--- src/hw/rtl/lle_pkg.sv ---
// Shared types, key codes and LCD command constants for the LCD line editor.
package lle_pkg;

  localparam int TEXT_DEPTH_DEF      = 80;
  localparam int ROW_LENGTH_DEF      = 40;
  localparam int VISIBLE_COLUMNS_DEF = 16;
  localparam int SECOND_ROW_BASE     = 64;

  localparam logic [7:0] KEY_BKSP   = 8'h08;
  localparam logic [7:0] KEY_ESC    = 8'h1b;
  localparam logic [7:0] KEY_LEFT   = 8'h5b;
  localparam logic [7:0] KEY_RIGHT  = 8'h5d;
  localparam logic [7:0] KEY_ENTER  = 8'h0d;

  localparam logic [7:0] CMD_CLEAR       = 8'h01;
  localparam logic [7:0] CMD_SHIFT_LEFT  = 8'h18;
  localparam logic [7:0] CMD_SHIFT_RIGHT = 8'h1c;
  localparam logic [7:0] CMD_ADDR_BASE   = 8'h80;
  localparam logic [7:0] CHAR_SPACE      = 8'h20;

  typedef enum logic [1:0] {
    IK_KEY   = 2'd0,
    IK_CLEAR = 2'd1,
    IK_READ  = 2'd2,
    IK_NONE  = 2'd3
  } in_kind_t;

  typedef enum logic [1:0] {
    OK_LCD   = 2'd0,
    OK_ENTER = 2'd1,
    OK_READ  = 2'd2,
    OK_NONE  = 2'd3
  } out_kind_t;

  typedef enum logic [2:0] {
    KC_BKSP,
    KC_ESC,
    KC_LEFT,
    KC_RIGHT,
    KC_ENTER,
    KC_CHAR
  } key_cls_t;

  typedef enum logic [2:0] {
    EM_SHIFT,
    EM_ADDR,
    EM_SPACE,
    EM_CHAR,
    EM_ENTER,
    EM_CLEAR,
    EM_READ,
    EM_NONE
  } emit_t;

  typedef enum logic [3:0] {
    ST_IDLE,
    ST_DECIDE,
    ST_SHIFT,
    ST_ADDR_A,
    ST_SPACE,
    ST_ADDR_B,
    ST_CHAR,
    ST_ENTER,
    ST_CLEAR,
    ST_READ,
    ST_NONE
  } state_t;

  typedef struct packed {
    in_kind_t kind;
    key_cls_t cls;
    logic     move_ok;
    logic     shift_need;
    logic     esc_ok;
    logic     read_ok;
    logic     out_free;
  } lle_stat_t;

  typedef struct packed {
    logic  capture;
    logic  commit_move;
    logic  clear;
    logic  wr_en;
    logic  rd_en;
    logic  emit;
    emit_t sel;
    logic  last;
  } lle_cmd_t;

endpackage

--- src/hw/rtl/lle_ram.sv ---
// Generic single-write, single-read RAM with registered read data.
module lle_ram #(
  parameter int WIDTH = 8,
  parameter int DEPTH = 80
) (
  input  logic                     clk,
  input  logic                     wr_en,
  input  logic [$clog2(DEPTH)-1:0] wr_addr,
  input  logic [WIDTH-1:0]         wr_data,
  input  logic                     rd_en,
  input  logic [$clog2(DEPTH)-1:0] rd_addr,
  output logic [WIDTH-1:0]         rd_data
);

  logic [WIDTH-1:0] mem_r [DEPTH];
  logic [WIDTH-1:0] rd_data_r;

  always_ff @(posedge clk) begin
    if (wr_en) begin
      mem_r[wr_addr] <= wr_data;
    end
    if (rd_en) begin
      rd_data_r <= mem_r[rd_addr];
    end
  end

  assign rd_data = rd_data_r;

endmodule

--- src/hw/rtl/lle_ctrl.sv ---
// Controller state machine that sequences the results (LCD bytes, enter, read or none) of one transaction.
module lle_ctrl
  import lle_pkg::*;
(
  input  logic      clk,
  input  logic      rst_n,
  input  logic      in_valid,
  output logic      in_ready,
  input  lle_stat_t stat,
  output lle_cmd_t  cmd
);

  state_t state_r;
  state_t state_nxt;

  always_ff @(posedge clk) begin
    if (!rst_n) begin
      state_r <= ST_IDLE;
    end else begin
      state_r <= state_nxt;
    end
  end

  always_comb begin
    state_nxt       = state_r;
    cmd             = '0;
    cmd.sel         = EM_NONE;
    in_ready        = 1'b0;
    unique case (state_r)
      ST_IDLE: begin
        in_ready = 1'b1;
        if (in_valid) begin
          cmd.capture = 1'b1;
          state_nxt   = ST_DECIDE;
        end
      end
      ST_DECIDE: begin
        unique case (stat.kind)
          IK_KEY: begin
            unique case (stat.cls)
              KC_BKSP, KC_LEFT, KC_RIGHT, KC_CHAR: begin
                if (stat.move_ok) begin
                  cmd.commit_move = 1'b1;
                  cmd.wr_en       = (stat.cls == KC_BKSP) || (stat.cls == KC_CHAR);
                  if (stat.shift_need) begin
                    state_nxt = ST_SHIFT;
                  end else if (stat.cls == KC_BKSP) begin
                    state_nxt = ST_ADDR_A;
                  end else if (stat.cls == KC_CHAR) begin
                    state_nxt = ST_CHAR;
                  end else begin
                    state_nxt = ST_ADDR_B;
                  end
                end else begin
                  state_nxt = ST_NONE;
                end
              end
              KC_ESC: begin
                if (stat.esc_ok) begin
                  cmd.wr_en = 1'b1;
                  state_nxt = ST_SPACE;
                end else begin
                  state_nxt = ST_NONE;
                end
              end
              KC_ENTER: state_nxt = ST_ENTER;
              default:  state_nxt = ST_NONE;
            endcase
          end
          IK_CLEAR: begin
            cmd.clear = 1'b1;
            state_nxt = ST_CLEAR;
          end
          IK_READ: begin
            if (stat.read_ok) begin
              cmd.rd_en = 1'b1;
              state_nxt = ST_READ;
            end else begin
              state_nxt = ST_NONE;
            end
          end
          default: state_nxt = ST_NONE;
        endcase
      end
      ST_SHIFT: begin
        if (stat.out_free) begin
          cmd.emit = 1'b1;
          cmd.sel  = EM_SHIFT;
          if (stat.cls == KC_BKSP) begin
            state_nxt = ST_ADDR_A;
          end else if (stat.cls == KC_CHAR) begin
            state_nxt = ST_CHAR;
          end else begin
            state_nxt = ST_ADDR_B;
          end
        end
      end
      ST_ADDR_A: begin
        if (stat.out_free) begin
          cmd.emit  = 1'b1;
          cmd.sel   = EM_ADDR;
          state_nxt = ST_SPACE;
        end
      end
      ST_SPACE: begin
        if (stat.out_free) begin
          cmd.emit  = 1'b1;
          cmd.sel   = EM_SPACE;
          state_nxt = ST_ADDR_B;
        end
      end
      ST_ADDR_B, ST_CHAR, ST_ENTER, ST_CLEAR, ST_READ, ST_NONE: begin
        if (stat.out_free) begin
          cmd.emit  = 1'b1;
          cmd.last  = 1'b1;
          state_nxt = ST_IDLE;
          unique case (state_r)
            ST_ADDR_B: cmd.sel = EM_ADDR;
            ST_CHAR:   cmd.sel = EM_CHAR;
            ST_ENTER:  cmd.sel = EM_ENTER;
            ST_CLEAR:  cmd.sel = EM_CLEAR;
            ST_READ:   cmd.sel = EM_READ;
            default:   cmd.sel = EM_NONE;
          endcase
        end
      end
      default: state_nxt = ST_IDLE;
    endcase
  end

  a_accept_leaves_idle: assert property (@(posedge clk) disable iff (!rst_n)
    (in_valid && in_ready) |=> !in_ready)
    else $error("input accepted twice in a row");

  a_emit_into_free_slot: assert property (@(posedge clk) disable iff (!rst_n)
    cmd.emit |-> stat.out_free)
    else $error("result loaded over one not yet taken");

endmodule

--- src/hw/rtl/lle_datapath.sv ---
// Datapath: cursor and window registers, text store and output register.
module lle_datapath
  import lle_pkg::*;
#(
  parameter int TEXT_DEPTH      = TEXT_DEPTH_DEF,
  parameter int ROW_LENGTH      = ROW_LENGTH_DEF,
  parameter int VISIBLE_COLUMNS = VISIBLE_COLUMNS_DEF
) (
  input  logic        clk,
  input  logic        rst_n,
  input  logic [15:0] in_data,
  input  logic [1:0]  in_kind,
  input  lle_cmd_t    cmd,
  output lle_stat_t   stat,
  input  logic        out_ready,
  output logic        out_valid,
  output logic [15:0] out_data,
  output logic [2:0]  out_user,
  output logic        out_last
);

  localparam int CW      = $clog2(TEXT_DEPTH + 1);
  localparam int AW      = $clog2(TEXT_DEPTH);
  localparam int WMAX    = (TEXT_DEPTH > VISIBLE_COLUMNS) ? TEXT_DEPTH : VISIBLE_COLUMNS;
  localparam int WW      = $clog2(WMAX + 1);
  localparam int ROW_OFS = SECOND_ROW_BASE - ROW_LENGTH;

  logic [1:0]            kind_r;
  logic [7:0]            key_r;
  logic [6:0]            idx_r;
  logic [CW-1:0]         cursor_r;
  logic [WW-1:0]         win_right_r;
  logic [WW-1:0]         win_left_r;
  logic                  row_hi_r;
  logic                  shift_left_r;
  logic [TEXT_DEPTH-1:0] valid_r;
  logic                  rd_valid_r;
  logic                  out_valid_r;
  out_kind_t             out_kind_r;
  logic [7:0]            out_byte_r;
  logic                  out_is_data_r;
  logic [7:0]            out_rchar_r;
  logic                  out_last_r;

  key_cls_t      cls;
  logic          dec;
  logic [CW-1:0] new_pos;
  logic          move_ok;
  logic          sh_left;
  logic          sh_right;
  logic [AW-1:0] wr_addr;
  logic [7:0]    wr_data;
  logic [7:0]    ram_rdata;
  logic [7:0]    addr_byte;

  always_comb begin
    unique case (key_r)
      KEY_BKSP:  cls = KC_BKSP;
      KEY_ESC:   cls = KC_ESC;
      KEY_LEFT:  cls = KC_LEFT;
      KEY_RIGHT: cls = KC_RIGHT;
      KEY_ENTER: cls = KC_ENTER;
      default:   cls = KC_CHAR;
    endcase
  end

  assign dec      = (cls == KC_BKSP) || (cls == KC_LEFT);
  assign new_pos  = dec ? (cursor_r - CW'(1)) : (cursor_r + CW'(1));
  assign move_ok  = dec ? (cursor_r != '0) : (cursor_r != CW'(TEXT_DEPTH));
  assign sh_left  = WW'(new_pos) > win_right_r;
  assign sh_right = WW'(new_pos) < win_left_r;

  assign wr_addr  = (cls == KC_BKSP) ? AW'(cursor_r - CW'(1)) : AW'(cursor_r);
  assign wr_data  = (cls == KC_CHAR) ? key_r : CHAR_SPACE;

  assign addr_byte = CMD_ADDR_BASE + 8'(cursor_r) + (row_hi_r ? 8'(ROW_OFS) : 8'd0);

  always_comb begin
    stat            = '0;
    stat.kind       = in_kind_t'(kind_r);
    stat.cls        = cls;
    stat.move_ok    = move_ok;
    stat.shift_need = sh_left || sh_right;
    stat.esc_ok     = cursor_r < CW'(TEXT_DEPTH);
    stat.read_ok    = {1'b0, idx_r} < 8'(TEXT_DEPTH);
    stat.out_free   = !out_valid_r || out_ready;
  end

  lle_ram #(
    .WIDTH (8),
    .DEPTH (TEXT_DEPTH)
  ) u_store (
    .clk     (clk),
    .wr_en   (cmd.wr_en),
    .wr_addr (wr_addr),
    .wr_data (wr_data),
    .rd_en   (cmd.rd_en),
    .rd_addr (idx_r[AW-1:0]),
    .rd_data (ram_rdata)
  );

  always_ff @(posedge clk) begin
    if (cmd.capture) begin
      kind_r <= in_kind;
      key_r  <= in_data[7:0];
      idx_r  <= in_data[14:8];
    end
    if (cmd.commit_move) begin
      shift_left_r <= sh_left;
    end
    if (cmd.rd_en) begin
      rd_valid_r <= valid_r[idx_r[AW-1:0]];
    end
  end

  always_ff @(posedge clk) begin
    if (!rst_n) begin
      cursor_r    <= '0;
      win_right_r <= WW'(VISIBLE_COLUMNS - 1);
      win_left_r  <= '0;
      row_hi_r    <= 1'b0;
      valid_r     <= '0;
    end else begin
      if (cmd.wr_en) begin
        valid_r[wr_addr] <= 1'b1;
      end
      if (cmd.clear) begin
        cursor_r    <= '0;
        win_right_r <= WW'(VISIBLE_COLUMNS - 1);
        win_left_r  <= '0;
      end else if (cmd.commit_move) begin
        cursor_r <= new_pos;
        row_hi_r <= 8'(new_pos) >= 8'(ROW_LENGTH);
        if (sh_left) begin
          win_right_r <= win_right_r + WW'(1);
          win_left_r  <= win_left_r + WW'(1);
        end else if (sh_right) begin
          win_right_r <= win_right_r - WW'(1);
          win_left_r  <= win_left_r - WW'(1);
        end
      end
    end
  end

  always_ff @(posedge clk) begin
    if (!rst_n) begin
      out_valid_r <= 1'b0;
    end else if (cmd.emit) begin
      out_valid_r <= 1'b1;
    end else if (out_ready) begin
      out_valid_r <= 1'b0;
    end
  end

  always_ff @(posedge clk) begin
    if (cmd.emit) begin
      out_last_r    <= cmd.last;
      out_kind_r    <= OK_LCD;
      out_byte_r    <= 8'd0;
      out_is_data_r <= 1'b0;
      out_rchar_r   <= 8'd0;
      case (cmd.sel)
        EM_SHIFT: out_byte_r <= shift_left_r ? CMD_SHIFT_LEFT : CMD_SHIFT_RIGHT;
        EM_ADDR:  out_byte_r <= addr_byte;
        EM_SPACE: begin
          out_byte_r    <= CHAR_SPACE;
          out_is_data_r <= 1'b1;
        end
        EM_CHAR: begin
          out_byte_r    <= key_r;
          out_is_data_r <= 1'b1;
        end
        EM_ENTER: out_kind_r <= OK_ENTER;
        EM_CLEAR: out_byte_r <= CMD_CLEAR;
        EM_READ: begin
          out_kind_r  <= OK_READ;
          out_rchar_r <= rd_valid_r ? ram_rdata : 8'd0;
        end
        default: out_kind_r <= OK_NONE;
      endcase
    end
  end

  assign out_valid = out_valid_r;
  assign out_data  = {out_rchar_r, out_byte_r};
  assign out_user  = {out_is_data_r, out_kind_r};
  assign out_last  = out_last_r;

  a_cursor_in_window: assert property (@(posedge clk) disable iff (!rst_n)
    (cursor_r <= CW'(TEXT_DEPTH)) && (WW'(cursor_r) >= win_left_r)
    && (WW'(cursor_r) <= win_right_r))
    else $error("cursor left its range or the visible window");

  a_window_width: assert property (@(posedge clk) disable iff (!rst_n)
    (win_right_r - win_left_r) == WW'(VISIBLE_COLUMNS - 1))
    else $error("visible window lost its width");

endmodule

--- src/hw/rtl/lcd_line_editor.sv ---
// A transaction's first result is loaded into the output register after the controller
// has left its decide state. Each transaction yields one to four results, one per
// cycle while out_tready is high. No new input is taken while results of the last
// remain to be loaded; the next is taken as soon as the final result sits in the output
// register. Reset (synchronous, rst_n low) clears the cursor and window; per-entry valid
// flags make the whole text store read as zero at once, with no clearing pass.
module lcd_line_editor
  import lle_pkg::*;
#(
  parameter int TEXT_DEPTH      = TEXT_DEPTH_DEF,
  parameter int ROW_LENGTH      = ROW_LENGTH_DEF,
  parameter int VISIBLE_COLUMNS = VISIBLE_COLUMNS_DEF
) (
  input  logic        clk,
  input  logic        rst_n,
  input  logic        in_tvalid,
  output logic        in_tready,
  input  logic [15:0] in_tdata,   // [7:0] key_code, [14:8] read_index, [15] zero
  input  logic [1:0]  in_tuser,   // [1:0] kind
  output logic        out_tvalid,
  input  logic        out_tready,
  output logic [15:0] out_tdata,  // [7:0] lcd_byte, [15:8] read_char
  output logic [2:0]  out_tuser,  // [1:0] out_kind, [2] lcd_is_data
  output logic        out_tlast
);

  lle_stat_t stat;
  lle_cmd_t  cmd;

  lle_ctrl u_ctrl (
    .clk      (clk),
    .rst_n    (rst_n),
    .in_valid (in_tvalid),
    .in_ready (in_tready),
    .stat     (stat),
    .cmd      (cmd)
  );

  lle_datapath #(
    .TEXT_DEPTH      (TEXT_DEPTH),
    .ROW_LENGTH      (ROW_LENGTH),
    .VISIBLE_COLUMNS (VISIBLE_COLUMNS)
  ) u_datapath (
    .clk       (clk),
    .rst_n     (rst_n),
    .in_data   (in_tdata),
    .in_kind   (in_tuser),
    .cmd       (cmd),
    .stat      (stat),
    .out_ready (out_tready),
    .out_valid (out_tvalid),
    .out_data  (out_tdata),
    .out_user  (out_tuser),
    .out_last  (out_tlast)
  );

endmodule
--- config.mk ---
export PLATFORM = sky130hd
export DESIGN_NAME = lcd_line_editor
export DESIGN_NICKNAME = d
export VERILOG_FILES = /design/src/hw/rtl/lle_pkg.sv /design/src/hw/rtl/lle_ram.sv /design/src/hw/rtl/lle_ctrl.sv /design/src/hw/rtl/lle_datapath.sv /design/src/hw/rtl/lcd_line_editor.sv
export SDC_FILE = /design/constraint.sdc
export NUM_CORES = 1
export LEC_CHECK = 0
export ABC_AREA = 0
export BUFFER_PORTS_ARGS = -buffer_cell sky130_fd_sc_hd__clkbuf_2
export CORE_UTILIZATION = 55
export DETAILED_ROUTE_END_ITERATION = 6
export HOLD_SLACK_MARGIN = 0.02
export PLACE_DENSITY_LB_ADDON = 0.2
export SLEW_MARGIN = 10
export SYNTH_ARGS = -nofsm -noshare
export SYNTH_HDL_FRONTEND = slang
export SYNTH_HIERARCHICAL = 1
export SYNTH_SLANG_ARGS = --single-unit
--- constraint.sdc ---
create_clock -name clk -period 4.46 [get_ports clk]
set_input_delay 0.223 -clock clk [delete_from_list [all_inputs] [get_ports clk]]
set_output_delay 0.223 -clock clk [all_outputs]
set_load 0.02 [all_outputs]
==> run summary <==
Placeable core region: 59100 µm². The detailed placer's ending HPWL is 46000 µm. The final layout net count is 2175. The maximum clock rate was 0.233 GHz; the worst vdd rail ir drop was 0.463 mV. The root buffer cell is sky130_fd_sc_hd__clkbuf_16. The Yosys warning count was 6. The run gives 2 as the number of design rule violations left after detail routing. The initial utilization of the core area, before any placement, comes to 55.8%. The vertical die dimension works out to 247 µm. The sequential share of the synthesized area was 69.0%; the synthesized netlist net count was 1990.

The total die area was 61000 µm². In this run the remaining antenna-violating nets after routing total 0. Dividing total power by cell area gives a power density of 521 nW/µm². The logs give 0.0350 ns for the setup clock skew after layout and 0 for the number of hold violations in the final report. Setup violations remaining at the end of the flow were counted as 0. The first global-routing pass estimated 112000 µm of wire. Fill cells in the final layout number 4094. The violation count after the first detailed-route iteration is 1761. TritonCTS built the clock tree. The run gives 33000 µm² as the area of the mapped netlist. For the via count of the first global-routing pass, the log shows 18.4k. The fraction of layout instances using a drive strength above 1 works out to 25.2%.

For the max-slew violation count, the log shows 0. The count of maximum capacitance violations was 0; the number of buffers added on ports was 42. Summed over all nets, the switching power comes to 5260 µW. Before antenna repair, the detailed router went through 7 iterations. The initial antenna violation count came out at 0. The average cell area after synthesis was 17.1 µm²; the worst path required time was 4.97 ns. Clock-pin slew was measured on the worst setup and hold paths at 0.06 ns. The worst-margin pin slew came out at 1.21 ns. Fraction of power spent switching nets: 26.6%. Walking the worst path, the cells encountered are or4_4, a21oi_4, mux2i_1, xnor2_1, ha_1, nand4_1, a21oi_2, o22ai_4, clkbuf_2, buf_4, fa_1, a211oi_2, o21bai_1, a21oi_2, nand3b_1, a211oi_1, a31o_2.

The final reports fail on DRC. The clock network is responsible for 36.8% of the overall power. The number of antenna diodes in the final layout is 0.

Summing all placed instances gives a cell area of 34900 µm². The relative contribution of combinational cells to total power was 18.3%; the clock latency of the later-clocked register in the worst-skew pair was 0.65 ns. The tools report the part of the power in registers as 44.9%. On the critical path, the stage with the largest delay is an instance of sky130_fd_sc_hd__or4_4. The internal power of the cells totals 14500 µW. In the final routed layout, each cell accounts on average for 24.9 µm. In this run the deepest clock path goes through 3 buffers.

The tools report the count of boundary I/O pins as 44. The post-route minimum period was 4.30 ns. The clock net in this run drives a total of 794 sinks. The run finished, with violations left. The logs give 19800 µW for the total power draw and 4.81 ns for the worst endpoint data arrival time. The worst setup path is launched from a flip-flop. The tools report the number of instances in the synthesized netlist as 1933. The endpoint class of the critical path is a flip-flop. Residual overflow from global routing: 0. The maximum fanout along the worst path came out at 6. The routed design has 73400 µm of wire. In the routed layout, each cell is associated on average with a via count of 6.19.

After synthesis, the share of flip-flops with an asynchronous set or reset is 0%. The most frequent cell on the critical path was sky130_fd_sc_hd__a21oi_2. In this run the tightest slew margin relative to its limit is 19.2%. In the global route stage, overall resource usage came out at 24.8%.

The post-route fraction of the period consumed by the critical path is 96.4%, and the placement row count is 89. Before CTS, the worst setup slack after placement is 0.157 ns. The final estimated routing congestion in global placement came out at 0.950. The analysis attributes to cell leakage a power of 0.0128 µW. The worst hold path belongs to the class in -> reg. In this run, synthesis produced a sequential element count of 794. The critical path in this run is classified as reg -> reg. Among all flip-flop cells after synthesis, the most frequent one is sky130_fd_sc_hd__edfxtp_1. The number of distinct library cells after synthesis is 83, and the final instance area is 38000 µm². CTS built an H-tree with a depth of 3. Entering global routing, the biggest net connects 109 pins. The via total after detailed routing was 18.3k; the total buffers and inverters traversed by the critical path was 2.

The clock buffer count from CTS is 81. Among cell families on the critical path, the largest total delay comes from compound AO/OA/AOI/OAI gates. From synthesis to final layout, the design area changed by 15.1%.

The largest single stage delay on the critical path is 0.59 ns. The width of the die is 247 µm, and the number of enable-type register cells in the synthesized netlist is 687. The final worst setup slack was 0.162 ns.
==> metrics by stage <==
stage               util, %  setup TNS [ns]  std cells  hold WS (ns)
CTS                    64.2               0       2950        0.0960
finish                 64.2               0       2953         0.130
global placement       59.0               0       2788         0.401
floorplan                 -               0       1933         0.322
global route           64.2         -0.0580       2953         0.182
detailed placement     59.0               0       2788         0.402
==> metal layers <==
metal  share of wire (%)  track usage [%]  vias up
li1                    -                -     8080
met3                 7.7             4.53      121
met1                  42             35.2     9388
met5                   0                0        -
met2                  48             39.2      677
met4                 2.3             7.68        0
==> layout by cell type (no fill, tap or decap), types with 6 or more instances in the layout <==
master,count
sky130_fd_sc_hd__a211oi_1,9
sky130_fd_sc_hd__clkbuf_2,43
sky130_fd_sc_hd__a221oi_1,8
sky130_fd_sc_hd__o22ai_1,10
sky130_fd_sc_hd__dfxtp_1,107
sky130_fd_sc_hd__bufinv_16,16
sky130_fd_sc_hd__nor3_1,25
sky130_fd_sc_hd__clkbuf_1,10
sky130_fd_sc_hd__a22oi_1,50
sky130_fd_sc_hd__xnor2_1,21
sky130_fd_sc_hd__and3_1,6
sky130_fd_sc_hd__xor2_1,9
sky130_fd_sc_hd__nand3_1,28
sky130_fd_sc_hd__and2_1,17
sky130_fd_sc_hd__clkbuf_16,85
sky130_fd_sc_hd__nand4_1,16
sky130_fd_sc_hd__o21ai_0,44
sky130_fd_sc_hd__clkinv_1,15
sky130_fd_sc_hd__mux4_2,189
sky130_fd_sc_hd__a21oi_1,26
sky130_fd_sc_hd__clkinv_2,7
sky130_fd_sc_hd__nand3b_1,8
sky130_fd_sc_hd__buf_4,148
sky130_fd_sc_hd__mux2i_1,49
sky130_fd_sc_hd__nand2b_1,15
sky130_fd_sc_hd__a22o_1,56
sky130_fd_sc_hd__nor2b_1,19
sky130_fd_sc_hd__nor2_1,137
sky130_fd_sc_hd__inv_1,38
sky130_fd_sc_hd__nand2_1,98
sky130_fd_sc_hd__dlygate4sd3_1,17
sky130_fd_sc_hd__ha_1,32
sky130_fd_sc_hd__edfxtp_1,687
==> worst register-to-register path, stage by stage, from the launching register on <==
cell and delay [ns]:
sky130_fd_sc_hd__edfxtp_1 0.39, sky130_fd_sc_hd__or4_4 0.59, sky130_fd_sc_hd__a21oi_4 0.30, sky130_fd_sc_hd__mux2i_1 0.26, sky130_fd_sc_hd__xnor2_1 0.14, sky130_fd_sc_hd__ha_1 0.32
sky130_fd_sc_hd__nand4_1 0.14, sky130_fd_sc_hd__a21oi_2 0.19, sky130_fd_sc_hd__o22ai_4 0.13, sky130_fd_sc_hd__clkbuf_2 0.18, sky130_fd_sc_hd__buf_4 0.16, sky130_fd_sc_hd__fa_1 0.43
sky130_fd_sc_hd__a211oi_2 0.24, sky130_fd_sc_hd__o21bai_1 0.14, sky130_fd_sc_hd__a21oi_2 0.14, sky130_fd_sc_hd__nand3b_1 0.14, sky130_fd_sc_hd__a211oi_1 0.07, sky130_fd_sc_hd__a31o_2 0.24
==> synth_stat cells (all sizes together), types with 4 or more instances <==
| cell | n | area (µm²) |
|---|---|---|
| dfxtp | 107 | 2140 |
| o21bai | 4 | 30.0 |
| a221oi | 8 | 70.1 |
| a22o | 56 | 490 |
| mux4 | 189 | 4260 |
| a22oi | 50 | 375 |
| nor4 | 6 | 43.8 |
| o21ai | 50 | 250 |
| and3 | 6 | 37.5 |
| nand2 | 99 | 374 |
| mux2i | 50 | 500 |
| a21oi | 29 | 156 |
| o22ai | 11 | 68.8 |
| ha | 32 | 400 |
| nor2 | 148 | 624 |
| a31oi | 5 | 31.3 |
| nor3 | 26 | 130 |
| nand3b | 8 | 60.1 |
| nor3b | 7 | 62.6 |
| or2 | 4 | 25.0 |
| nor2b | 22 | 138 |
| o31ai | 4 | 30.0 |
| and2 | 18 | 113 |
| nand2b | 15 | 93.8 |
| xor2 | 9 | 78.8 |
| xnor2 | 21 | 184 |
| nand4 | 16 | 100 |
| nand3 | 29 | 150 |
| inv | 38 | 143 |
| and3b | 4 | 35.0 |
| nor4b | 5 | 65.1 |
| a211oi | 10 | 75.1 |
| buf | 66 | 382 |
| clkbuf | 44 | 165 |
| o21a | 5 | 37.5 |
| edfxtp | 687 | 20600 |
==> area by class of cell <==
type / instances / area, µm² / area share [%]
Clock inverter: 47 / 689 / 1.82
Tap cell: 773 / 967 / 2.55
Clock buffer: 98 / 2210 / 5.81
Multi-Input combinational cell: 990 / 9620 / 25.3
Timing Repair Buffer: 212 / 1580 / 4.15
Inverter: 39 / 146 / 0.385
Sequential cell: 794 / 22800 / 60.0
==> cells by family after synthesis <==
logic type                 after synthesis  synth area share [%]
AOI/OAI and AO/OA                      262                  5.79
xor gates and xnor gates                30                 0.796
adders and majority gates               35                  1.39
buffers and inverters                  149                  2.10
DFF                                    794                  69.0
muxes                                  241                  14.5
and+or+nand+nor                        422                  6.46
==> power by group through the flow <==
stage | registers (µW) | logic (µW) | clock network [µW]
2_1_floorplan | 9080 | 2410 | 0
3_3_place_gp | 9040 | 3520 | 0
3_5_place_dp | 9050 | 3600 | 0
4_1_cts | 8890 | 3620 | 7400
5_1_grt | 8910 | 3890 | 7670
6_report | 8900 | 3620 | 7280
==> sequential cells by signal, indices dropped and copies added (netlist names), 2 cells and up <==
| name | count |
|---|---|
| u_datapath/u_store/mem_r | 640 |
| u_datapath/valid_r | 80 |
| u_datapath/key_r | 8 |
| u_datapath/out_byte_r | 8 |
| u_datapath/out_rchar_r | 8 |
| u_datapath/u_store/rd_data | 8 |
| u_datapath/cursor_r | 7 |
| u_datapath/idx_r | 7 |
| u_datapath/win_left_r | 7 |
| u_datapath/win_right_r | 7 |
| u_ctrl/state_r | 4 |
| u_datapath/kind_r | 2 |
| u_datapath/out_kind_r | 2 |
==> timing repair <==
| item | CTS | global route |
|---|---|---|
| hold endpoints to repair | 17 | 0 |
| hold buffers | 17 | 0 |
| resized for setup | 0 | 8 |
| setup buffers | 0 | 3 |
| setup endpoints to repair | 0 | 6 |
==> worst paths after layout <==
check	startpoint	to	slack (ns)	depth (start not counted)
max	u_datapath/key_r[4]	u_datapath/win_left_r[6]	0.16	17
min	out_tready	u_datapath/out_valid	0.13	3
max reg2reg	u_datapath/key_r[4]	u_datapath/win_left_r[6]	0.16	17
min reg2reg	u_datapath/valid_r[21]	u_datapath/valid_r[21]	0.45	2
No activity file was read; power rests on OpenSTA's default activity.
